`src/hdl/lz77_pkg.sv`:
```
// lz77_pkg: shared types and constants for the lz77 token encoder
// no dependencies
package lz77_pkg;

   localparam logic FUNC_PUSH  = 1'b0;
   localparam logic FUNC_DRAIN = 1'b1;

   localparam int MIN_MATCH = 3;

   typedef enum logic [2:0] {
      ST_IDLE,
      ST_LOAD,
      ST_SEARCH,
      ST_EMIT,
      ST_SHIFT
   } state_type;

   // token fields handed from the search engine to the output stage
   typedef struct packed {
      logic       is_match;
      logic [9:0] match_offset;
      logic [6:0] match_length;
      logic [7:0] next_byte;
      logic       tail_done;
   } token_type;

endpackage

```
`src/hdl/lz77_cell.sv`:
```
// lz77_cell: one window position of the systolic match search
// depends on lz77_pkg
module lz77_cell
   import lz77_pkg::*;
#(
   parameter int LEN_W = 7
) (
   input  logic             clock,
   input  logic             start,      // clear run, begin comparing
   input  logic             step,       // one lookahead byte broadcast
   input  logic [7:0]       win_byte,   // window byte seen by this cell now
   input  logic [7:0]       la_byte,
   input  logic             in_range,   // position still inside the window
   output logic [LEN_W-1:0] run_len
);
   logic [LEN_W-1:0] run_ff, run_in;
   logic             alive_ff, alive_in;

   always_comb begin
      run_in   = run_ff;
      alive_in = alive_ff;
      if (start) begin
         run_in   = '0;
         alive_in = 1'b1;
      end else if (step && alive_ff) begin
         if (in_range && win_byte == la_byte) begin
            run_in = run_ff + LEN_W'(1);
         end else begin
            alive_in = 1'b0;
         end
      end
   end

   always_ff @(posedge clock) begin
      run_ff   <= run_in;
      alive_ff <= alive_in;
   end

   assign run_len = run_ff;
endmodule
```
`config.mk`:
```
export PLATFORM = sky130hd
export DESIGN_NAME = lz77_cell
export DESIGN_NICKNAME = d
export VERILOG_FILES = /design/src/hdl/lz77_pkg.sv /design/src/hdl/lz77_cell.sv
export SDC_FILE = /design/constraint.sdc
export NUM_CORES = 1
export LEC_CHECK = 0
export BUFFER_PORTS_ARGS = -buffer_cell sky130_fd_sc_hd__buf_2
export CAP_MARGIN = 20
export CORE_AREA = 2 2 39 41
export DETAILED_ROUTE_END_ITERATION = 10
export DIE_AREA = 0 0 41 43
export PLACE_DENSITY_LB_ADDON = 0.2
export SYNTH_ARGS = -nofsm -noshare
export SYNTH_HDL_FRONTEND = slang
export SYNTH_SLANG_ARGS = --single-unit
```
`constraint.sdc`:
```
create_clock -name clock -period 4.8 [get_ports clock]
set_clock_uncertainty 0.2 [all_clocks]
set_input_delay 0 -clock clock [delete_from_list [all_inputs] [get_ports clock]]
set_output_delay 0 -clock clock [all_outputs]
set_load 0.1 [all_outputs]
```
# Yosys cells after proc, flatten, opt, wreduce, memory -nomap -nowiden
# Index checks and enable logic that the tools add are counted.
# classes
n_reduce_logical,4
eq_ne,1
add_sub_neg,1
n_bitwise,1
# op_table
op,count
== test 8 bit,1
"adder 7 x 1 -> 7 bit, second input constant",1
AND reduction 2 bit,2
logical AND 1 bit,2
NOT 1 bit,1
# totals
reg_bits,8
out_inout_bits,7
inputBits,20

# Depth between registers and ports, before layout
# Gate-level depths: netlist (run 1).
# depth
word_depth,4
ltp_mapped,5

# Worst setup path after synthesis (run 1)
# No wires, ideal clock.
# synth_timing
path_type,reg-to-reg
from,"register run_ff[0], in the netlist run_len[0]"
to,"register run_ff[4], in the netlist run_len[4]"
t_arrival_ps,2159
n_path_buf,0
stages_incl_launch_ff,6
path_slack_ps,2317
path_cell_list,dfxtp_1 ha_1 nand3_1 or2_1 nor4_1 mux2_1
# synth_via
elab_chain_cells,1
# synth_rtl
item,line_no,source
from (decl),lz77_cell.sv:16,"logic [LEN_W-1:0] run_ff, run_in;"
from (signal assigned),lz77_cell.sv:35,run_ff <= run_in;
adder 7 x 1 -> 7 bit,lz77_cell.sv:27,run_in = run_ff + LEN_W'(1);
# No other way between the ends.
# A chain may end at the register's enable or synchronous reset.

# Worst setup path after layout (run 1)
# Ends and elaborated chain as after synthesis.

==> impl_metrics.tcl, run 1 <==
set metrics [dict create \
    synth_cell_types 26 \
    io_pins 27 \
    nNetsFinal 115 \
    post-route-period-util 0.3907 \
    cts-htree-levels 1 \
    status "finished, final reports clean" \
    grt_pass1_vias 540 \
    setup_viol 0 \
    max_freq_mhz 533.2 \
    grt_busiest_layer "met2" \
    ys_ff_latch 8 \
    syn_inst 61 \
    n_antenna_cell 0 \
    cp_max_fo 5 \
    start_util 0.4340 \
    clkLatencyLatePin_ps 260 \
    root_buffer "clkbuf_4" \
    place_congestion 0.7607 \
    place_hpwl_um 932.7 \
    vias 586 \
    met3_usage 0.01571 \
    p_leak_nw 0.3582 \
    slew_headroom 0.6749 \
    fin_area_um2 798.3 \
    finalSetupTns_ps 0 \
    ir_drop_uv 88.35 \
    crit_arrival_ps 1820 \
    grt-ovfl-total 0 \
    cts_resized 0 \
    drv_cap 0 \
    rsz0062_at_grt "false" \
    postPlaceCellArea_um2 745.7 \
    ant_nets 0 \
    clock_sink_count 8 \
    fin_crit_ps 1876 \
    syn2layout_area_growth_pct 32.92 \
    core_area_um2 1384 \
    finalMaxSlewViolations 0 \
    syn_area_per_cell_um2 9.846 \
    drt_pre_antenna_iters 4 \
    num_rows 14 \
    critPathRequiredTime_ps 4740 \
    port_buffers 26 \
    worstMarginPinSlew_ps 491.1 \
    yosysWarnings 0 \
    grt_first_pass_wirelength_um 2035 \
    drt_iter0_drc 20 \
    drive_above_1_share 0.4130 \
    die_h_um 43 \
    cts.clk_slew.worst_paths_ps 60 \
    drt-total-wl_um 1169 \
    grtUsageMet2 0.2719 \
    final_cell_mix "26 x buf_2, 8 x dfxtp_1, 6 x nor2_1" \
    use_met1 0.1895 \
    antenna_found_initial 0 \
    hold_viol 0 \
    cp-end-kind "flip-flop" \
    synth_fp_nets 82 \
    pwr_density_cell_nw_per_um2 196.7 \
    die_x_um 41 \
    cts_buffers 3 \
    start_kind "flip-flop" \
    critical_path_class "reg -> reg" \
    seq_area_frac_synth 0.2667 \
    syn_area_um2 600.6 \
    die_area_um2 1763 \
    cts_tree "yes" \
    final_common_cell "buf_2" \
    remaining_drc_errors 0 \
    grt_max_degree 14 \
    viasPerCell 5.426 \
    routedWlPerCell_um 10.82 \
    fillers 136 \
    hold_path.class "in -> reg" \
    cts_buffer_depth 2 \
    track_usage 0.1675 \
]
[per-stage QoR]
step / power (mW) / utilization / instances / hold slack (ps) / setup slack, ps
6_report: 0.1570 / 0.5769 / 108 / 2.602 / 2924
3_5_place_dp: 0.1033 / 0.5389 / 102 / 124.6 / 2965
2_1_floorplan: 0.09031 / - / 61 / -29.57 / 2317
4_1_cts: 0.1586 / 0.5769 / 108 / 1.913 / 2936
5_1_grt: 0.1634 / 0.5769 / 108 / 35.28 / 2869
3_3_place_gp: 0.1027 / 0.5389 / 102 / 116.1 / 3004
[critical path, stage by stage, from the launching register on]
cell and delay [ps]:
dfxtp_1 390, ha_1 170, nand3_1 110, or2_1 220
nor4_1 320, mux2_1 350
[registers in the layout, indices dropped and copies added (netlist names)]
register / count
alive_ff: 1
run_len: 7
[cell usage after synthesis (all sizes together)]
| master | n | area [µm²] |
|---|---|---|
| a21o | 1 | 7.510 |
| o41ai | 2 | 17.52 |
| or2 | 1 | 6.260 |
| and4b | 1 | 10.01 |
| nor2b | 3 | 18.77 |
| xnor2 | 8 | 100.1 |
| nand4 | 4 | 40.04 |
| a21oi | 2 | 10.01 |
| ha | 1 | 12.51 |
| nor4b | 1 | 15.01 |
| nand3 | 2 | 22.52 |
| and4 | 2 | 17.52 |
| and2 | 1 | 7.510 |
| and2b | 2 | 15.01 |
| buf | 1 | 5.000 |
| nor2 | 6 | 22.52 |
| nand2 | 4 | 15.01 |
| dfxtp | 8 | 160.2 |
| mux2 | 5 | 56.30 |
| nor4 | 4 | 25.02 |
| nand4b | 1 | 8.760 |
| o31ai | 1 | 7.510 |
[what timing repair did]
item / CTS / global route
buffers inserted: 0 / 0
hold buffers: 3 / 0
endpoints found under the hold margin: 8 / 0
[area by class of cell]
class,count,area [µm²],share of cell area
clock buffer,3,22.52,0.02821
multi-input combinational,52,435.4,0.5455
sequential,8,160.2,0.2006
tap,16,20.02,0.02508
timing repair buffer,29,160.2,0.2006
[cells by family (layout without fill, tap and decap cells)]
kind of cell / after synthesis / count (layout) / share of synthesized area
simple gates: 32 / 32 / 0.3729
compound gates: 6 / 6 / 0.07085
buf+inv: 1 / 32 / 0.008325
flops: 8 / 8 / 0.2667
xor+xnor: 8 / 8 / 0.1667
mux: 5 / 5 / 0.09374
fa+ha+maj: 1 / 1 / 0.02083
[power breakdown]
part	internal [mW]	switching, mW	leakage, nW
registers	0.0670	0.000569	0.0648
logic	0.0176	0.0186	0.280
clock network	0.0287	0.0245	0.0138
total	0.113	0.0437	0.358
[routing by layer]
layer	wire length, µm	up-vias	share of wire
li1	-	292	-
met1	488	265	0.42
met2	582	24	0.50
met3	60	5	0.051
met4	38	0	0.033
met5	0	-	0
[path summary, 6_finish.rpt]
check / start / endpoint / slack, ps / cells after the start
worst min register to register: run_len[1] / run_len[1] / 300 / 2
worst min-delay path: in_range / run_len[1] / 3 / 4
worst max register to register: run_len[0] / run_len[4] / 2920 / 5
worst max-delay path: run_len[0] / run_len[4] / 2920 / 5
(Power assumes the default switching activity.)
==> run 2, diff against run 1 <==
--- a/config.mk
+++ b/config.mk
@@ -5,11 +5,11 @@
 export SDC_FILE = /design/constraint.sdc
 export NUM_CORES = 1
 export LEC_CHECK = 0
+export ABC_AREA = 1
 export BUFFER_PORTS_ARGS = -buffer_cell sky130_fd_sc_hd__buf_2
 export CAP_MARGIN = 20
-export CORE_AREA = 2 2 39 41
+export CORE_UTILIZATION = 41
 export DETAILED_ROUTE_END_ITERATION = 10
-export DIE_AREA = 0 0 41 43
 export PLACE_DENSITY_LB_ADDON = 0.2
 export SYNTH_ARGS = -nofsm -noshare
 export SYNTH_HDL_FRONTEND = slang
==> constraint.sdc (replaced) <==
create_clock -name clock -period 1.6 [get_ports clock]
set_clock_uncertainty 0.2 [all_clocks]
set_input_delay 0 -clock clock [delete_from_list [all_inputs] [get_ports clock]]
set_output_delay 0 -clock clock [all_outputs]
set_load 0.1 [all_outputs]
==> run 2 against run 1 <==
  * Clock power increased to 3.1 times the previous value
  * Critical path depth increased by 4
  * Non-clock buffer count decreased by 1
  * Highest routed layer unchanged
  * Critical path type unchanged
  * First-iteration DRC count unchanged
  * Fmax increased by 32%
  * Area after synthesis increased by 7.1%
  * Sequential cell count unchanged
  * Final area increased by 5.2%
  * Global-route usage increased by 0.29 points
==> impl_metrics.tcl, run 2 <==
set metrics [dict create \
    status "finished, final reports clean" \
    ir_drop_uv 267.3 \
    pwr_density_cell_nw_per_um2 534.8 \
    syn2layout_area_growth_pct 30.54 \
    root_buffer "clkbuf_4" \
    drt_iter0_drc 20 \
    viasPerCell 4.497 \
    timing.rr.start "run_len[0]" \
    start_util 0.4652 \
    setup_viol 0 \
    hold_viol 0 \
    yosys-top-cells-count "37 x nand2_1, 29 x inv_1, 10 x nor2_1, 8 x dfxtp_1, 8 x nand3_1" \
    worstMarginPinSlew_ps 485.4 \
    drt-total-wl_um 1265 \
    cts-htree-levels 1 \
    cts.clk_slew.worst_paths_ps 60 \
    cp_max_fo 5 \
    post-route-period-util 0.8857 \
    synth_top_area_share 0.2490 \
    cts_buffers 3 \
    yosysWarnings 0 \
    largest_register_ffs 7 \
    seq_area_frac_synth 0.2490 \
    final_common_cell "nand2_1" \
    hold_start "win_byte[7]" \
    synth_top_flop_cell "dfxtp_1" \
    drt_pre_antenna_iters 4 \
    hold_path_end "run_len[6]" \
    path_cells "ha_4 -> inv_1 -> nor2_2 -> nand2_1 -> nor2_1 -> nand3_1 -> nand2_1 -> nand2_1 -> nor2_1" \
    die_x_um 41.61 \
    grt_max_degree 14 \
    routedWlPerCell_um 8.161 \
    num_rows 13 \
    fin_crit_ps 1417 \
    cts_buffer_depth 2 \
    core_area_um2 1383 \
    port_buffers 26 \
    final_cell_count_no_fill 155 \
    placed_cells 150 \
    fillers 142 \
    die_area_um2 1731 \
    synth_fp_nets 132 \
    place_hpwl_um 1019 \
    clock_sink_count 8 \
    synth_enable_flop_cells 0 \
    max_stage_delay_ps 370 \
    rr_worst_depth 9 \
    ant_nets 0 \
    place_congestion 0.7247 \
    rsz0062_at_grt "false" \
    io_pins 27 \
    hold_depth 7 \
    clkLatencyLatePin_ps 260 \
    die_h_um 41.61 \
    syn_area_um2 643.1 \
    synth_cell_types 15 \
    hold_path.class "in -> reg" \
    rrSetupSlack_ps 180 \
    p_leak_nw 0.4662 \
    critical_path_class "reg -> reg" \
    cp-end-kind "flip-flop" \
    cts_tree "yes" \
    critPathRequiredTime_ps 1610 \
    nNetsFinal 163 \
    r2r-end "run_len[6]" \
    finalSetupTns_ps 0 \
    finalMaxSlewViolations 0 \
    remaining_drc_errors 0 \
    n_antenna_cell 0 \
    max_freq_mhz 705.6 \
    start_kind "flip-flop" \
    track_usage 0.1704 \
    synth_area_leaders "dfxtp_1 25%, nand2_1 22%, inv_1 17%" \
    crit_path_frequent_cell "nand2_1" \
    drive_above_1_share 0.3000 \
    cp_slowest_cell "dfxtp_4" \
    yosysMostFrequentCell "nand2_1" \
    vias 697 \
    synth_top_cell_by_area "dfxtp_1" \
    cts_resized 0 \
    crit_arrival_ps 1420 \
    grt_first_pass_wirelength_um 2270 \
    final_cell_mix "37 x nand2_1, 29 x inv_1, 26 x buf_2, 9 x nor2_1, 8 x nand3_1" \
    grt-ovfl-total 0 \
    grt_pass1_vias 589 \
    syn_inst 111 \
    ys_ff_latch 8 \
    postCtsSetupRepairBufs 0 \
    slew_headroom 0.6787 \
    antenna_found_initial 0 \
    syn_area_per_cell_um2 5.794 \
    synth-async-reset-ratio 0 \
    drv_cap 0 \
]
[run 2: changes by cell type in the layout (fill, tap and decap cells not counted), sizes merged, moves of 3 or more]
cell | before | now
inv | 0 | 29
mux2 | 5 | 0
nand2 | 4 | 38
nand3 | 2 | 9
nand4 | 4 | 7
nor2 | 6 | 12
nor2b | 3 | 0
nor4 | 4 | 0
xnor2 | 8 | 2
[run 2: layer usage]
layer,track usage,vias to the layer above,wire (µm)
met5,0,-,0
met4,0.03871,0,12
met3,0.08261,2,83
met2,0.2813,21,599
met1,0.1979,285,570
li1,-,389,-
[run 2: how the worst max path moves through the flow]
stage | start | to | slack [ps] | cells after the start
after floorplan | run_len[0] | run_len[6] | 10 | 8
after global placement | run_len[1] | run_len[6] | 210 | 9
after detailed placement | run_len[1] | run_len[6] | 190 | 9
after CTS | run_len[0] | run_len[6] | 180 | 9
after global routing | run_len[0] | run_len[4] | 50 | 9
final | run_len[0] | run_len[6] | 180 | 9
[run 2: area by class of cell]
cell class	instances	area, µm²	share of cell area
multi-input combinational	72	366.6	0.4367
sequential	8	172.7	0.2057
timing repair buffer	28	150.1	0.1788
inverter	29	108.9	0.1297
clock buffer	3	22.52	0.02683
tap	15	18.77	0.02235
[run 2: cell families after synthesis]
kind of cell	share of synthesized area
AND/OR/NAND/NOR	0.4728
buffers and inverters	0.2043
flip-flops	0.2490
XOR/XNOR	0.04086
AO/OA/AOI/OAI	0.01362
adder cells (fa/ha/maj)	0.01945
[run 2: critical path, delay by kind of cell (launching register included)]
kind | cells | cell delay [ps]
buf+inv | 1 | 40
flops | 1 | 370
fa+ha+maj | 1 | 120
simple gates | 7 | 640
[run 2: through the flow]
stage | hold slack (ps) | utilization | setup slack [ps] | area (µm²) | total power, mW
4_1_cts | 54.02 | 0.6072 | 176.0 | 839.6 | 0.4523
5_1_grt | 65.73 | 0.6072 | 47.07 | 839.6 | 0.4806
3_5_place_dp | 67.63 | 0.5765 | 193.8 | 797.0 | 0.2861
2_1_floorplan | -138.1 | - | 9.800 | 670.6 | 0.2556
6_report | 50.47 | 0.6072 | 182.8 | 839.6 | 0.4490
3_3_place_gp | 64.22 | 0.5765 | 205.4 | 797.0 | 0.2848
[run 2: report_power, final]
group          switching, mW  total [mW]  leakage (nW)  internal [mW]
registers            0.00101       0.199        0.0685          0.198
clock network         0.0780       0.164        0.0138         0.0865
logic                 0.0473      0.0857         0.384         0.0385
total                  0.126       0.449         0.466          0.323
[run 2: repair_timing]
item / in CTS / in global routing
hold endpoints to repair: 8 / 0
hold buffers: 2 / 0
endpoints found under the setup margin: 0 / 0
==> run 3, diff against run 2 <==
--- a/config.mk
+++ b/config.mk
@@ -8,7 +8,9 @@
 export ABC_AREA = 1
 export BUFFER_PORTS_ARGS = -buffer_cell sky130_fd_sc_hd__buf_2
 export CAP_MARGIN = 20
-export CORE_UTILIZATION = 41
+export CELL_PAD_IN_SITES_DETAIL_PLACEMENT = 1
+export CELL_PAD_IN_SITES_GLOBAL_PLACEMENT = 2
+export CORE_UTILIZATION = 20
 export DETAILED_ROUTE_END_ITERATION = 10
 export PLACE_DENSITY_LB_ADDON = 0.2
 export SYNTH_ARGS = -nofsm -noshare
==> run 3 against run 2 <==
  * Final area increased by 9.5%
  * Global-route usage decreased by 5.2 points
  * Critical path depth decreased by 1
  * Setup slack got worse by 37 ps
  * Sequential power about the same
  * Clock-buffer cell count increased by 1
  * Die area increased by 99%
  * First-iteration DRC count decreased by 35%
  * Hold slack improved by 20 ps
  * Non-clock buffer count increased by 5
  * Utilization decreased by 31 points
  * Critical endpoint unchanged
  * Largest cell class unchanged
==> impl_metrics.tcl, run 3 (synthesis gave the netlist of run 2 again) <==
set metrics [dict create \
    status "finished, final reports clean" \
    finalMaxSlewViolations 0 \
    grt_pass1_vias 770 \
    cts-htree-levels 1 \
    routedWlPerCell_um 9.247 \
    critPathBufInv 1 \
    start_util 0.2107 \
    grt-ovfl-total 0 \
    cp_slowest_cell "dfxtp_4" \
    finalSetupTns_ps 0 \
    rsz0062_at_grt "false" \
    p_clk_frac 0.374 \
    final_cell_mix "37 x nand2_1, 29 x inv_1, 26 x buf_2, 9 x nor2_1, 8 x nand3_1" \
    netSwitchingFraction 0.2870 \
    post-route-util 0.3012 \
    io_pins 27 \
    vias 768 \
    drt-total-wl_um 1757 \
    cts_buffer_depth 2 \
    pwr_density_cell_nw_per_um2 522.2 \
    cts_tree "yes" \
    start_kind "flip-flop" \
    final_common_cell "nand2_1" \
    syn2layout_area_growth_pct 43.00 \
    ir_drop_uv 242.3 \
    drv_cap 0 \
    drive_above_1_share 0.3151 \
    viasPerCell 4.042 \
    cts_buffers 3 \
    cp-end-kind "flip-flop" \
    slew_headroom 0.6766 \
    port_buffers 26 \
    hold_viol 0 \
    critPathRequiredTime_ps 1550 \
    num_rows 20 \
    drt_pre_antenna_iters 4 \
    drt_iter0_drc 13 \
    fin_crit_ps 1454 \
    track_usage 0.1185 \
    n_antenna_cell 0 \
    cp_max_fo 4 \
    ant_nets 0 \
    path_cells "ha_4 -> inv_1 -> nor2_2 -> nand2_1 -> nor2_1 -> nand4_1 -> nand2_1 -> nor2_1" \
    hold_path.class "in -> reg" \
    max_freq_mhz 687.5 \
    place_hpwl_um 1396 \
    die_area_um2 3446 \
    multi_input_area_um2 366.6 \
    pwr-share-seq 0.414 \
    max_stage_delay_ps 370 \
    critical_path_class "reg -> reg" \
    post-route-period-util 0.9091 \
    cts_resized 0 \
    worstMarginPinSlew_ps 488.4 \
    core_area_um2 3053 \
    clock_sink_count 8 \
    seq_area_um2 172.7 \
    crit_arrival_ps 1410 \
    cts.clk_slew.worst_paths_ps 70 \
    crit_family "simple AND/OR/NAND/NOR gates" \
    grt_first_pass_wirelength_um 3063 \
    clkLatencyLatePin_ps 260 \
    antenna_found_initial 0 \
    setup_viol 0 \
    remaining_drc_errors 0 \
    largest_register_ffs 7 \
    fillers 424 \
    comb_power_share 0.212 \
    intPower_uw 342.4 \
    grt_max_degree 14 \
    p_leak_nw 0.4916 \
    place_congestion 0.7338 \
    root_buffer "clkbuf_4" \
    nNetsFinal 168 \
    die_h_um 58.71 \
    die_x_um 58.71 \
    p_switching_uw 137.9 \
]
==> run 3: cell types whose count changed in the layout (fill, tap and decap cells not counted), sizes merged <==
cell | before | now
clkbuf | 3 | 4
dlygate4sd3 | 2 | 3
buf | 26 | 30
==> run 3: path summary, 6_finish.rpt <==
path | startpoint | to | slack, ps | depth (start not counted)
worst max-delay path | run_len[1] | run_len[6] | 150 | 8
worst min-delay path | win_byte[7] | run_len[5] | 70 | 7
worst max register to register | run_len[1] | run_len[6] | 150 | 8
worst min register to register | run_len[2] | run_len[2] | 350 | 4
==> run 3: repair_timing <==
action	in CTS	in global routing
hold buffers	3	0
setup endpoints to repair	0	1
endpoints found under the hold margin	8	0
buffers inserted	0	3
==> run 3: stage by stage <==
step / hold slack (ps) / cell area (µm²) / instances / power, mW / setup WS, ps
floorplan: -138.1 / 670.6 / 111 / 0.2556 / 9.800
global placement: 73.51 / 840.8 / 180 / 0.2910 / 189.3
detailed placement: 81.27 / 840.8 / 180 / 0.2928 / 147.6
CTS: 68.46 / 897.1 / 187 / 0.4872 / 104.7
global route: 133.3 / 919.6 / 190 / 0.5200 / 3.827
finish: 70.87 / 919.6 / 190 / 0.4803 / 145.5
==> run 3: power groups by stage <==
stage | logic (mW) | registers, mW | clock network [mW]
floorplan | 0.0515 | 0.204 | 0
global placement | 0.0879 | 0.203 | 0
detailed placement | 0.0896 | 0.203 | 0
CTS | 0.0964 | 0.199 | 0.192
global route | 0.116 | 0.199 | 0.206
finish | 0.102 | 0.199 | 0.180
==> run 3: worst register-to-register path, cell delays in order (launching register included) <==
cell and delay, ps:
dfxtp_4 370, ha_4 120, inv_1 40, nor2_2 120
nand2_1 90, nor2_1 160, nand4_1 120, nand2_1 90
nor2_1 40
==> run 3: layout make-up <==
class / instances / share of cell area
Clock buffer: 4 / 0.02857
Inverter: 29 / 0.1184
Multi-Input combinational cell: 72 / 0.3986
Sequential cell: 8 / 0.1878
Tap cell: 44 / 0.05986
Timing Repair Buffer: 33 / 0.2068
==> run 3: metal layers <==
layer / track usage / routed length [µm]
met1: 0.1365 / 832
met2: 0.2085 / 814
met3: 0.02198 / 81
met4: 0.06122 / 29
met5: 0 / 0
